## src/rtl/vppu_pkg.sv

```systemverilog
// ----------------------------------------------------------------------------
// vppu_pkg
// shared types, codes and timing constants of the video ppu register block
// ----------------------------------------------------------------------------
`default_nettype none

package vppu_pkg;

  // store sizes
  localparam int PATTERN_BYTES   = 8192;
  localparam int NAMETABLE_BYTES = 2048;
  localparam int PALETTE_BYTES   = 32;

  // dot timing
  localparam logic [8:0] DOTS_PER_LINE   = 9'd341;
  localparam logic [8:0] LINES_PER_FRAME = 9'd262;
  localparam logic [8:0] VBLANK_LINE     = 9'd241;
  localparam logic [8:0] VBLANK_END_LINE = 9'd20;

  // item kinds
  localparam logic [1:0] KIND_REG_RD = 2'd0;
  localparam logic [1:0] KIND_REG_WR = 2'd1;
  localparam logic [1:0] KIND_MEM_RD = 2'd2;
  localparam logic [1:0] KIND_TICK   = 2'd3;

  // cpu-side register numbers
  localparam logic [2:0] REG_CTRL   = 3'd0;
  localparam logic [2:0] REG_MASK   = 3'd1;
  localparam logic [2:0] REG_STATUS = 3'd2;
  localparam logic [2:0] REG_SCROLL = 3'd5;
  localparam logic [2:0] REG_ADDR   = 3'd6;
  localparam logic [2:0] REG_DATA   = 3'd7;

  // bits of control and status bytes
  localparam int CTRL_INC32_BIT  = 2;
  localparam int CTRL_NMI_BIT    = 7;
  localparam int STATUS_VBL_BIT  = 7;
  localparam logic [7:0] STATUS_RESET = 8'h10;

  // configuration register map
  localparam logic [2:0] CFG_ADDR_MIRROR = 3'd0;

  // store select codes
  localparam logic [1:0] STORE_PAT  = 2'd0;
  localparam logic [1:0] STORE_NAME = 2'd1;
  localparam logic [1:0] STORE_PAL  = 2'd2;

  // video memory request, one per word at most
  typedef struct packed {
    logic        wr;
    logic        rd;
    logic [13:0] addr;
    logic [7:0]  wdata;
  } vppu_mem_req_t;

  // one result word
  typedef struct packed {
    logic [7:0] read_data;
    logic       nmi_pulse;
    logic       vblank_active;
  } vppu_res_t;

endpackage

`default_nettype wire

```

## src/rtl/vppu_if.sv

```systemverilog
// ----------------------------------------------------------------------------
// vppu channel interfaces
// valid/ready channels for input words and result words
// ----------------------------------------------------------------------------
`default_nettype none


interface vppu_out_if;
  logic       valid;
  logic       ready;
  logic [7:0] read_data;
  logic       nmi_pulse;
  logic       vblank_active;

  modport source (output valid, read_data, nmi_pulse, vblank_active, input ready);
  modport sink   (input valid, read_data, nmi_pulse, vblank_active, output ready);
endinterface

`default_nettype wire

```

## src/rtl/vppu_outq.sv

```systemverilog
// ----------------------------------------------------------------------------
// vppu_outq
// two-word result queue that decouples the pipeline from the result sink
// ----------------------------------------------------------------------------
`default_nettype none

module vppu_outq
  import vppu_pkg::*;
(
  input  wire logic      clk,
  input  wire logic      rst_n,
  input  wire logic      push,
  input  wire vppu_res_t push_res,
  output logic           room,
  vppu_out_if.source     out_ch
);

  vppu_res_t  q_r [2];
  logic       head_r, tail_r;
  logic [1:0] cnt_r, cnt_nxt;
  logic       pop;
  logic [2:0] cnt_ahead;

  assign out_ch.valid         = (cnt_r != 2'd0);
  assign out_ch.read_data     = q_r[head_r].read_data;
  assign out_ch.nmi_pulse     = q_r[head_r].nmi_pulse;
  assign out_ch.vblank_active = q_r[head_r].vblank_active;
  assign pop                  = out_ch.valid && out_ch.ready;

  // occupancy once the word now in flight has landed; keep one slot spare
  assign cnt_nxt   = cnt_r + {1'b0, push} - {1'b0, pop};
  assign cnt_ahead = {1'b0, cnt_r} + {2'b00, push} - {2'b00, pop};
  assign room      = (cnt_ahead <= 3'd1);

  always_ff @(posedge clk) begin
    if (push) q_r[tail_r] <= push_res;
  end

  always_ff @(posedge clk) begin
    if (!rst_n) begin
      head_r <= 1'b0;
      tail_r <= 1'b0;
      cnt_r  <= 2'd0;
    end else begin
      if (push) tail_r <= ~tail_r;
      if (pop)  head_r <= ~head_r;
      cnt_r <= cnt_nxt;
    end
  end

  a_no_overflow: assert property (@(posedge clk) disable iff (!rst_n)
    !(push && cnt_r == 2'd2 && !pop)) else $error("result queue overflow");

  a_cnt_range: assert property (@(posedge clk) disable iff (!rst_n)
    cnt_r <= 2'd2) else $error("result queue count out of range");

endmodule

`default_nettype wire

```

## src/flat_wrapper.sv

```systemverilog
// flat-port wrapper written by rule: the top's interface ports become plain ports
module vppu_outq_flat import vppu_pkg::*;
  (clk, rst_n, push, push_res, room, out_ch_valid, out_ch_read_data, out_ch_nmi_pulse, out_ch_vblank_active, out_ch_ready);
  vppu_out_if out_ch_i ();
  input  wire logic clk;
  input  wire logic rst_n;
  input  wire logic push;
  input  wire vppu_res_t push_res;
  output logic room;
  output wire logic [$bits(out_ch_i.valid)-1:0] out_ch_valid;
  output wire logic [$bits(out_ch_i.read_data)-1:0] out_ch_read_data;
  output wire logic [$bits(out_ch_i.nmi_pulse)-1:0] out_ch_nmi_pulse;
  output wire logic [$bits(out_ch_i.vblank_active)-1:0] out_ch_vblank_active;
  input wire logic [$bits(out_ch_i.ready)-1:0] out_ch_ready;
  assign out_ch_valid = out_ch_i.valid;
  assign out_ch_read_data = out_ch_i.read_data;
  assign out_ch_nmi_pulse = out_ch_i.nmi_pulse;
  assign out_ch_vblank_active = out_ch_i.vblank_active;
  assign out_ch_i.ready = out_ch_ready;
  vppu_outq u_core (.clk(clk), .rst_n(rst_n), .push(push), .push_res(push_res), .room(room), .out_ch(out_ch_i));
endmodule
```

## config.mk

```make
export PLATFORM = sky130hd
export DESIGN_NAME = vppu_outq_flat
export DESIGN_NICKNAME = d
export VERILOG_FILES = /design/src/rtl/vppu_pkg.sv /design/src/rtl/vppu_if.sv /design/src/rtl/vppu_outq.sv /design/src/flat_wrapper.sv
export SDC_FILE = /design/constraint.sdc
export NUM_CORES = 1
export LEC_CHECK = 0
export BUFFER_PORTS_ARGS = -buffer_cell sky130_fd_sc_hd__buf_2
export CAP_MARGIN = 0
export CORE_AREA = 2 2 50 52
export CTS_BUF_LIST = sky130_fd_sc_hd__clkbuf_8
export DETAILED_ROUTE_END_ITERATION = 12
export DIE_AREA = 0 0 52 54
export PLACE_DENSITY_LB_ADDON = 0.1
export REMOVE_ABC_BUFFERS = 1
export SLEW_MARGIN = 20
export SYNTH_ARGS = -nofsm -noshare
export SYNTH_HDL_FRONTEND = slang
export SYNTH_SLANG_ARGS = --single-unit
export TNS_END_PERCENT = 20
```

## constraint.sdc

```tcl
create_clock -name clk -period 2.1 [get_ports clk]
set_input_delay 0.105 -clock clk [delete_from_list [all_inputs] [get_ports clk]]
set_output_delay 0.105 -clock clk [all_outputs]
set_load 0.1 [all_outputs]
```

==> flow_metrics.py, run 1 <==
metrics = {
    "placed_design": {
        "dpl_cell_area_um2": 1170,
        "io_buffer_count": 25,
        "gp_congestion": 0.575,
        "hpwlAfterDp_um": 995,
    },
    "timing": {
        "fmax_mhz": 456,
        "drv_slew": 0,
        "min_period_over_period": 1.04,
        "relSlewSlack": 0.655,
        "setup_viol": 1,
        "setup_slack_ps": -90.9,
        "hold_viol": 0,
        "rsz0062_at_grt": "yes",
        "worst_pin_slew_ps": 516,
        "finClkSkew_ps": 4.56,
        "min_period_ps": 2190,
    },
    "global_route": {
        "track_usage": 0.124,
        "grt_max_degree": 15,
        "first_global_vias": 563,
        "grt_pass1_wl_um": 2360,
        "grt.overflow.total": 0,
        "grt_antenna_before_repair": 0,
    },
    "detailed_routing": {
        "vias": 538,
        "viasPerCell": 4.56,
        "wl_per_cell_um": 12.2,
        "wl_um": 1440,
        "detail-route-antenna-nets": 0,
        "drtPass1Iterations": 3,
        "drc": 0,
        "drtIter0Drc": 6,
    },
    "synth": {
        "synth_warnings": 0,
        "ys_ff_latch": 25,
        "yosysSeqAreaShare": 0.706,
        "synth_flop_cell": "edfxtp_1",
        "synth_edf_count": 20,
        "synthDistinctLibCells": 17,
        "syn_avg_cell_area_um2": 17.4,
        "netlist_area_um2": 992,
        "synthArstFlopShare": 0,
        "syn_inst": 57,
    },
    "clock_network": {
        "cts_buffer_depth": 2,
        "cts_sinks": 25,
        "worst_skew_pair.late_latency_ps": 260,
        "cts_tree": "built",
        "postCtsHoldBufs": 0,
        "cts_buffers": 3,
        "path_clk_slew_ps": 80,
        "cts_htree_levels": 1,
        "cts_root_buffer": "clkbuf_8",
    },
    "setup_path": {
        "r2r_end": "u_core.cnt_r[1]$_SDFF_PN0_",
        "end_kind": "primary output",
        "r2r_cells": 6,
        "reg2reg_from": "u_core.cnt_r[1]$_SDFF_PN0_",
        "setup.worst_path.start_class": "flop",
        "required_ps": 2000,
        "cp.arrival_ps": 2090,
        "worst-path-max-fanout": 2,
        "worstSetupPathType": "flop to primary output",
        "r2r_slack_ps": 410,
    },
    "layout": {
        "drive_above_1_share": 0.557,
        "fin_area_um2": 1260,
        "n_antenna_cell": 0,
        "layout.nets": 106,
        "fillers": 217,
        "area_delta_synth_final_pct": 26.7,
    },
    "worst_hold_path": {
        "hold_path_depth": 1,
        "holdPathEnd": "u_core.q_r[0][4]$_DFFE_PP_",
        "min_from": "push_res[4]",
        "worstHoldPathType": "input pin to flop",
    },
    "die": {
        "dieArea_um2": 2810,
        "die_h_um": 54,
        "die_x_um": 52,
        "core_area_um2": 2320,
        "start_util": 0.428,
        "io_pins": 26,
        "rows": 18,
    },
    "flow_run": {
        "maxCapViolations": 0,
    },
    "outcome": {
        "outcome": "finished with violations",
        "violations": "negative setup slack",
    },
}
[state kept, by name, indices dropped and copies added, names as in the netlist, named ones only]
signal / count
u_core.cnt_r: 2
u_core.head_r: 1
u_core.q_r: 20
u_core.tail_r: 1
[final cells by class]
type                            count  area [um^2]  area share
Inverter                            4         15.0      0.0119
Tap cell                           30         37.5      0.0299
Clock buffer                        3         41.3      0.0328
Sequential cell                    25          703       0.559
Multi-Input combinational cell     27          293       0.233
Clock inverter                      1         5.00     0.00398
Timing Repair Buffer               28          163       0.129
[through the flow]
| stage | setup WS [ps] | std cells | hold slack [ps] | util | TNS [ps] |
|---|---|---|---|---|---|
| final | -90.9 | 118 | 24.3 | 0.542 | -90.9 |
| after global routing | -162 | 118 | 9.69 | 0.542 | -162 |
| after CTS | -141 | 118 | 16.7 | 0.542 | -141 |
| after detailed placement | 67.0 | 112 | 297 | 0.503 | 0 |
| after global placement | 82.3 | 112 | 293 | 0.503 | 0 |
| after floorplan | -779 | 56 | 204 | - | -779 |
[worst max-delay path, cell delays in order, from the launching register on]
cell and delay (ps):
dfxtp_2 330, o21a_4 220, ha_4 250, inv_2 40, ha_4 140, fa_2 330, xnor2_1 130, nor2_1 170
buf_12 200
[cells in the mapped netlist, types with 2 or more instances]
library cell,instances,area share
mux2_4,2,0.030
ha_1,2,0.025
mux2i_1,2,0.020
nand2_1,2,0.0076
edfxtp_1,20,0.61
and2_1,3,0.019
inv_1,4,0.015
mux2_2,8,0.091
nor2b_1,2,0.013
dfxtp_1,5,0.10
[worst max path at each step]
stage	endpoint	cells after the start	from	slack, ps
final	room	8	u_core.cnt_r[1]$_SDFF_PN0_	-90
after CTS	room	8	u_core.cnt_r[0]$_SDFF_PN0_	-140
after global routing	room	8	u_core.cnt_r[1]$_SDFF_PN0_	-160
after global placement	room	8	u_core.cnt_r[1]$_SDFF_PN0_	80
after floorplan	room	7	u_core.cnt_r[1]$_SDFF_PN0_	-780
after detailed placement	room	8	u_core.cnt_r[1]$_SDFF_PN0_	70
[routing by layer]
| metal | vias up | track usage | wire length [um] |
|---|---|---|---|
| met1 | 255 | 0.135 | 579 |
| met5 | - | 0 | 0 |
| li1 | 264 | - | - |
| met2 | 15 | 0.213 | 770 |
| met3 | 4 | 0.0278 | 59 |
| met4 | 0 | 0.0921 | 33 |
[logic make-up after synthesis]
| kind of cell | count (synthesis) | share of synthesized area |
|---|---|---|
| fa+ha+maj | 3 | 0.0454 |
| xor+xnor | 1 | 0.00883 |
| flops | 25 | 0.706 |
| buf+inv | 5 | 0.0265 |
| mux | 12 | 0.141 |
| compound gates | 2 | 0.0227 |
| simple gates | 9 | 0.0492 |
[repair_timing]
item	CTS	global route
setup endpoints to repair	1	1
cloned	0	0
pin swaps	5	5
setup buffers	2	0
endpoints found under the hold margin	0	0
resized for setup	7	0
[cells in the final DEF, fill, tap and decap left out]
master | Yosys | routed
and2_1 | 3 | 3
buf_12 | 0 | 1
buf_2 | 0 | 24
buf_4 | 0 | 3
clkbuf_8 | 0 | 3
clkinv_2 | 0 | 1
dfxtp_1 | 5 | 3
dfxtp_2 | 0 | 2
edfxtp_1 | 20 | 20
fa_2 | 0 | 1
ha_4 | 0 | 2
inv_1 | 4 | 3
inv_2 | 0 | 1
mux2_2 | 8 | 8
mux2_4 | 2 | 2
mux2i_1 | 2 | 2
nand2_1 | 2 | 2
nand2b_1 | 1 | 1
nor2_1 | 1 | 1
nor2b_1 | 2 | 2
o21a_1 | 1 | 1
o21a_4 | 1 | 1
xnor2_1 | 1 | 1
Power of run 1 is left out: the tool's default activity adds up to more than one toggle a clock period on the data nets, which glitch-free logic cannot reach.
==> run 2, diff against run 1 <==
--- a/config.mk
+++ b/config.mk
@@ -6,11 +6,12 @@
 export NUM_CORES = 1
 export LEC_CHECK = 0
+export ABC_AREA = 1
 export BUFFER_PORTS_ARGS = -buffer_cell sky130_fd_sc_hd__buf_2
 export CAP_MARGIN = 0
-export CORE_AREA = 2 2 50 52
+export CORE_AREA = 2 2 51 53
 export CTS_BUF_LIST = sky130_fd_sc_hd__clkbuf_8
 export DETAILED_ROUTE_END_ITERATION = 12
-export DIE_AREA = 0 0 52 54
-export PLACE_DENSITY_LB_ADDON = 0.1
+export DIE_AREA = 0 0 53 55
+export PLACE_DENSITY = 0.67
 export REMOVE_ABC_BUFFERS = 1
 export SLEW_MARGIN = 20
==> constraint.sdc (replaced) <==
create_clock -name clk -period 2.1 [get_ports clk]
set_input_delay 0.21 -clock clk [delete_from_list [all_inputs] [get_ports clk]]
set_output_delay 0.21 -clock clk [all_outputs]
set_load 0.1 [all_outputs]
==> flow_metrics.py, run 2 <==
metrics = {
    "worst_hold_path": {
        "holdPathEnd": "u_core.q_r[0][1]$_DFFE_PP_",
        "min_from": "push_res[1]",
        "hold_path_depth": 1,
        "worstHoldPathType": "input pin to flop",
    },
    "synth": {
        "synth_edf_count": 20,
        "synth.most_common_cell": "edfxtp_1",
        "ys_top_cells_by_count": "20 x edfxtp_1, 10 x mux2_4, 9 x inv_1",
        "synth.area.top_cells": "edfxtp_1 59%, mux2_4 15%, dfxtp_1 9.9%",
        "synthDistinctLibCells": 12,
        "synth_warnings": 0,
        "synth_top_area_frac": 0.593,
        "synth_top_cell_by_area": "edfxtp_1",
        "synthArstFlopShare": 0,
        "syn_inst": 65,
        "syn_avg_cell_area_um2": 15.6,
        "netlist_area_um2": 1010,
        "synth_flop_cell": "edfxtp_1",
        "ys_ff_latch": 25,
        "yosysSeqAreaShare": 0.691,
    },
    "clock_network": {
        "cts_sinks": 25,
        "cts_buffers": 3,
        "cts_htree_levels": 1,
        "path_clk_slew_ps": 80,
        "cts_root_buffer": "clkbuf_8",
        "cts_tree": "built",
        "worst_skew_pair.late_latency_ps": 260,
        "cts_buffer_depth": 2,
    },
    "timing": {
        "hold_viol": 0,
        "fmax_mhz": 441,
        "rsz0062_at_grt": "yes",
        "drv_slew": 0,
        "worst_pin_slew_ps": 493,
        "finalSetupTns_ps": -166,
        "finClkSkew_ps": 4.62,
        "min_period_over_period": 1.08,
        "setup_slack_ps": -166,
        "setup_viol": 1,
        "min_period_ps": 2270,
        "relSlewSlack": 0.674,
    },
    "layout": {
        "fin_area_um2": 1280,
        "layout.nets": 114,
        "drive_above_1_share": 0.521,
        "layout_common_cells": "24 x buf_2, 20 x edfxtp_1, 10 x mux2_4",
        "final_common_cell": "buf_2",
        "largest_register": "u_core.q_r",
        "layout.cells.non_filler": 126,
        "area_delta_synth_final_pct": 26.4,
        "n_antenna_cell": 0,
        "top_regs": "u_core.q_r (20), u_core.cnt_r (2)",
        "largest_reg_flops": 20,
    },
    "global_route": {
        "grt.overflow.total": 0,
        "first_global_vias": 551,
        "grt_max_degree": 15,
        "track_usage": 0.119,
        "grt_pass1_wl_um": 2350,
        "grt_antenna_before_repair": 0,
    },
    "detailed_routing": {
        "drtPass1Iterations": 3,
        "detail-route-antenna-nets": 0,
        "wl_um": 1520,
        "viasPerCell": 4.48,
        "vias": 564,
        "drtIter0Drc": 3,
        "drc": 0,
        "wl_per_cell_um": 12.1,
    },
    "die": {
        "core_area_um2": 2360,
        "io_pins": 26,
        "dieArea_um2": 2920,
        "die_x_um": 53,
        "die_h_um": 55,
        "rows": 18,
        "start_util": 0.429,
    },
    "power_and_ir_drop": {
        "ir_drop_mv": 1.67,
        "leakage_uw": 0.000564,
        "p_total_uw": 1930,
        "power.density_nw_per_um2": 1510,
    },
    "setup_path": {
        "r2r_slack_ps": 400,
        "worstSetupPathType": "flop to primary output",
        "cp.arrival_ps": 2060,
        "slowest_stage": "fa_2",
        "path_cells": "nor2_4 -> nor2_2 -> ha_1 -> inv_1 -> ha_2 -> fa_2 -> nor2_4 -> buf_12",
        "worst-path-max-fanout": 3,
        "r2r_end": "u_core.cnt_r[1]$_SDFF_PN0_",
        "crit_top_cell": "nor2_4",
        "required_ps": 1890,
        "end_kind": "primary output",
        "r2r_cells": 8,
        "reg2reg_from": "u_core.cnt_r[1]$_SDFF_PN0_",
        "setup.worst_path.start_class": "flop",
        "max_stage_delay_ps": 470,
    },
    "placed_design": {
        "gp_congestion": 0.719,
        "placed_cells": 121,
        "hpwlAfterDp_um": 1100,
        "dpl_cell_area_um2": 1190,
        "place_ws_ps": -26.2,
        "io_buffer_count": 25,
    },
    "flow_run": {
        "maxCapViolations": 0,
    },
    "outcome": {
        "violations": "negative setup slack",
        "outcome": "finished with violations",
    },
}
run 2: changes by cell type after synthesis:
cell	previous run	this run
and2_1	3	0
inv_1	4	9
mux2_2	8	0
mux2_4	2	10
mux2i_1	2	0
nand2_1	2	6
nand2b_1	1	0
nand3_1	0	1
nor2_1	1	8
nor2_2	0	1
nor2b_1	2	0
o21a_1	1	0
o21a_4	1	0
run 2: area by class of cell:
type                    instances  area (um^2)
inverters                       9         33.8
repair buffers                 28          163
clock buffers                   3         41.3
well taps                      30         37.5
multi-input cells              30          295
flip-flops and latches         25          706
clock inverters                 1         5.00
fillers                       210         1080
run 2: logic make-up (layout without fill, tap and decap cells):
logic type               Yosys count  after routing  synth area share
buffers and inverters             10             41            0.0444
AND/OR/NAND/NOR                   16             16            0.0630
adder cells (fa/ha/maj)            3              3            0.0444
multiplexers                      10             10             0.148
XOR/XNOR                           1              1           0.00864
flip-flops                        25             25             0.691
run 2: timing repair:
action                     4_1_cts  5_1_grt
hold buffers                     0        0
resized for setup                6        4
setup endpoints to repair        1        1
buffers inserted                 0        1
pin swaps                        4        4
cloned                           0        0
hold endpoints to repair         0        0
run 2: critical path: cells and delay by family (launching register included):
family,cells,cell delay [ps]
buffers and inverters,2,240
DFF,1,360
and+or+nand+nor,3,280
adders and majority gates,3,900
run 2: report_power, final:
| group | internal (uW) | leakage (uW) | switching (uW) | total [uW] |
|---|---|---|---|---|
| logic | 315 | 0.000308 | 738 | 1050 |
| registers | 590 | 0.000230 | 26.2 | 616 |
| clock network | 132 | 0.0000255 | 134 | 266 |
| total | 1040 | 0.000564 | 898 | 1930 |
run 2: stage by stage:
step / util / hold WS, ps
after global routing: 0.542 / 122
after CTS: 0.530 / 128
final: 0.542 / 137
after detailed placement: 0.505 / 402
after global placement: 0.505 / 399
after floorplan: - / 308
run 2: how the worst max path moves through the flow:
stage                                           from    to  slack, ps
final                     u_core.cnt_r[1]$_SDFF_PN0_  room       -170
after global routing      u_core.cnt_r[1]$_SDFF_PN0_  room       -240
after CTS                 u_core.cnt_r[0]$_SDFF_PN0_  room       -200
after detailed placement  u_core.cnt_r[1]$_SDFF_PN0_  room        -30
after global placement    u_core.cnt_r[1]$_SDFF_PN0_  room         50
after floorplan           u_core.cnt_r[1]$_SDFF_PN0_  room       -810
run 2: metal layers:
metal	global-route usage	vias up	routed length, um
met5	0	-	0
met3	0.0215	2	82
met1	0.120	264	597
met2	0.219	18	819
li1	-	280	-
met4	0.0897	0	21
Note: power is estimated with default switching activity, not from simulation.
==> run 3, diff against run 2 <==
CORE_AREA = 2 2 47 49   (was 2 2 51 53)
CTS_CLUSTER_DIAMETER = 60   (was unset)
DIE_AREA = 0 0 49 51   (was 0 0 53 55)
PLACE_DENSITY = 0.78   (was 0.67)
TNS_END_PERCENT = 50   (was 20)
==> flow_metrics.py, run 3 (synthesized netlist as in run 2, its figures left out) <==
metrics = {
    "die": {
        "rows": 17,
        "die_h_um": 51,
        "dieArea_um2": 2500,
        "die_x_um": 49,
        "core_area_um2": 2060,
        "io_pins": 26,
        "start_util": 0.491,
    },
    "layout": {
        "fin_area_um2": 1270,
        "layout_common_cells": "24 x buf_2, 20 x edfxtp_1, 10 x inv_1, 10 x mux2_4",
        "multi_input_area_um2": 295,
        "final_common_cell": "buf_2",
        "utilization": 0.616,
        "drive_above_1_share": 0.505,
        "top_regs": "u_core.q_r (20), u_core.cnt_r (2)",
        "fillers": 181,
        "area_delta_synth_final_pct": 25.3,
        "largest_register": "u_core.q_r",
        "n_antenna_cell": 0,
        "layout.nets": 113,
        "seq_area_um2": 706,
        "largest_reg_flops": 20,
    },
    "power_and_ir_drop": {
        "pwr-share-comb": 0.531,
        "leakage_uw": 0.000560,
        "p_switching_uw": 892,
        "ir_drop_mv": 1.80,
        "p_total_uw": 1920,
        "p_seq_frac": 0.332,
        "power.density_nw_per_um2": 1520,
        "p_int_uw": 1030,
        "p_clk_frac": 0.136,
        "netSwitchingFraction": 0.463,
    },
    "setup_path": {
        "worstSetupPathType": "flop to primary output",
        "reg2reg_from": "u_core.cnt_r[0]$_SDFF_PN0_",
        "end_kind": "primary output",
        "r2r_cells": 8,
        "worst-path-max-fanout": 2,
        "required_ps": 1890,
        "setup.worst_path.start_class": "flop",
        "startpoint": "u_core.cnt_r[0]$_SDFF_PN0_",
        "r2r_slack_ps": 420,
        "cp.arrival_ps": 2030,
        "r2r_end": "u_core.cnt_r[1]$_SDFF_PN0_",
    },
    "clock_network": {
        "postCtsHoldBufs": 0,
        "cts_buffer_depth": 2,
        "path_clk_slew_ps": 80,
        "cts_tree": "built",
        "worst_skew_pair.late_latency_ps": 260,
        "cts_sinks": 25,
        "cts_buffers": 3,
        "cts_htree_levels": 1,
        "cts_root_buffer": "clkbuf_8",
    },
    "timing": {
        "min_period_over_period": 1.07,
        "rsz0062_at_grt": "yes",
        "hold_viol": 0,
        "min_period_ps": 2240,
        "drv_slew": 0,
        "finClkSkew_ps": 2.09,
        "relSlewSlack": 0.592,
        "worst_pin_slew_ps": 612,
        "fin_hold_ws_ps": 135,
        "fmax_mhz": 447,
        "setup_viol": 1,
        "setup_slack_ps": -137,
    },
    "detailed_routing": {
        "drtIter0Drc": 5,
        "drc": 0,
        "wl_per_cell_um": 12.1,
        "drtPass1Iterations": 3,
        "viasPerCell": 4.66,
        "wl_um": 1490,
        "vias": 573,
        "detail-route-antenna-nets": 0,
    },
    "global_route": {
        "track_usage": 0.133,
        "grt.overflow.total": 0,
        "grt_antenna_before_repair": 0,
        "grt_pass1_wl_um": 2360,
        "first_global_vias": 602,
        "grt_max_degree": 14,
    },
    "worst_hold_path": {
        "holdPathEnd": "u_core.q_r[1][4]$_DFFE_PP_",
        "min_from": "push_res[4]",
        "worstHoldPathType": "input pin to flop",
        "hold_path_depth": 1,
    },
    "placed_design": {
        "place_ws_ps": -49.4,
        "dpl_cell_area_um2": 1180,
        "io_buffer_count": 25,
        "gp_congestion": 0.636,
    },
    "outcome": {
        "violations": "negative setup slack",
        "outcome": "finished with violations",
    },
    "flow_run": {
        "maxCapViolations": 0,
    },
}
[run 3: cell count changes in the layout (fill, tap and decap cells not counted), sizes merged]
cell,delta
buf,-1
clkinv,-1
inv,+1
[run 3: worst max-delay path: stages (launching register included)]
cell	delay (ps)
dfxtp_2	340
nor2_4	100
nor2_2	50
ha_1	270
inv_1	60
ha_2	160
fa_2	460
nor2_4	150
buf_12	180
[run 3: final cells by class]
cell class	instances	area share
clock inverters	1	0.00296
inverters	9	0.0266
repair buffers	27	0.122
clock buffers	3	0.0325
flip-flops and latches	25	0.556
well taps	28	0.0276
multi-input cells	30	0.233
[run 3: worst max-delay path by stage]
stage	endpoint	slack, ps	depth (start not counted)
global route	room	-210	8
CTS	room	-220	9
floorplan	room	-810	8
detailed placement	room	-50	9
finish	room	-140	8
global placement	room	50	9
[run 3: power by group through the flow]
stage | clock network, uW | registers [uW] | logic [uW]
final | 263 | 640 | 1020
after global routing | 284 | 648 | 1070
after CTS | 274 | 642 | 1010
after detailed placement | 0 | 644 | 946
after global placement | 0 | 640 | 928
after floorplan | 0 | 631 | 715
[run 3: what timing repair did]
| item | CTS | global route |
|---|---|---|
| pin swaps | 5 | 2 |
| buffers inserted | 1 | 0 |
| resized for setup | 9 | 1 |
| endpoints found under the setup margin | 1 | 1 |
| cloned | 0 | 0 |
[run 3: per-layer routing]
metal	track usage	wire, um	vias up
met5	0	0	-
met2	0.251	812	21
met3	0.0292	79	2
met1	0.131	571	270
li1	-	-	280
met4	0.0857	25	0
[run 3: stage by stage]
stage	std cells	TNS [ps]
2_1_floorplan	64	-814
3_3_place_gp	118	0
3_5_place_dp	118	-49.4
4_1_cts	123	-220
5_1_grt	123	-211
6_report	123	-137
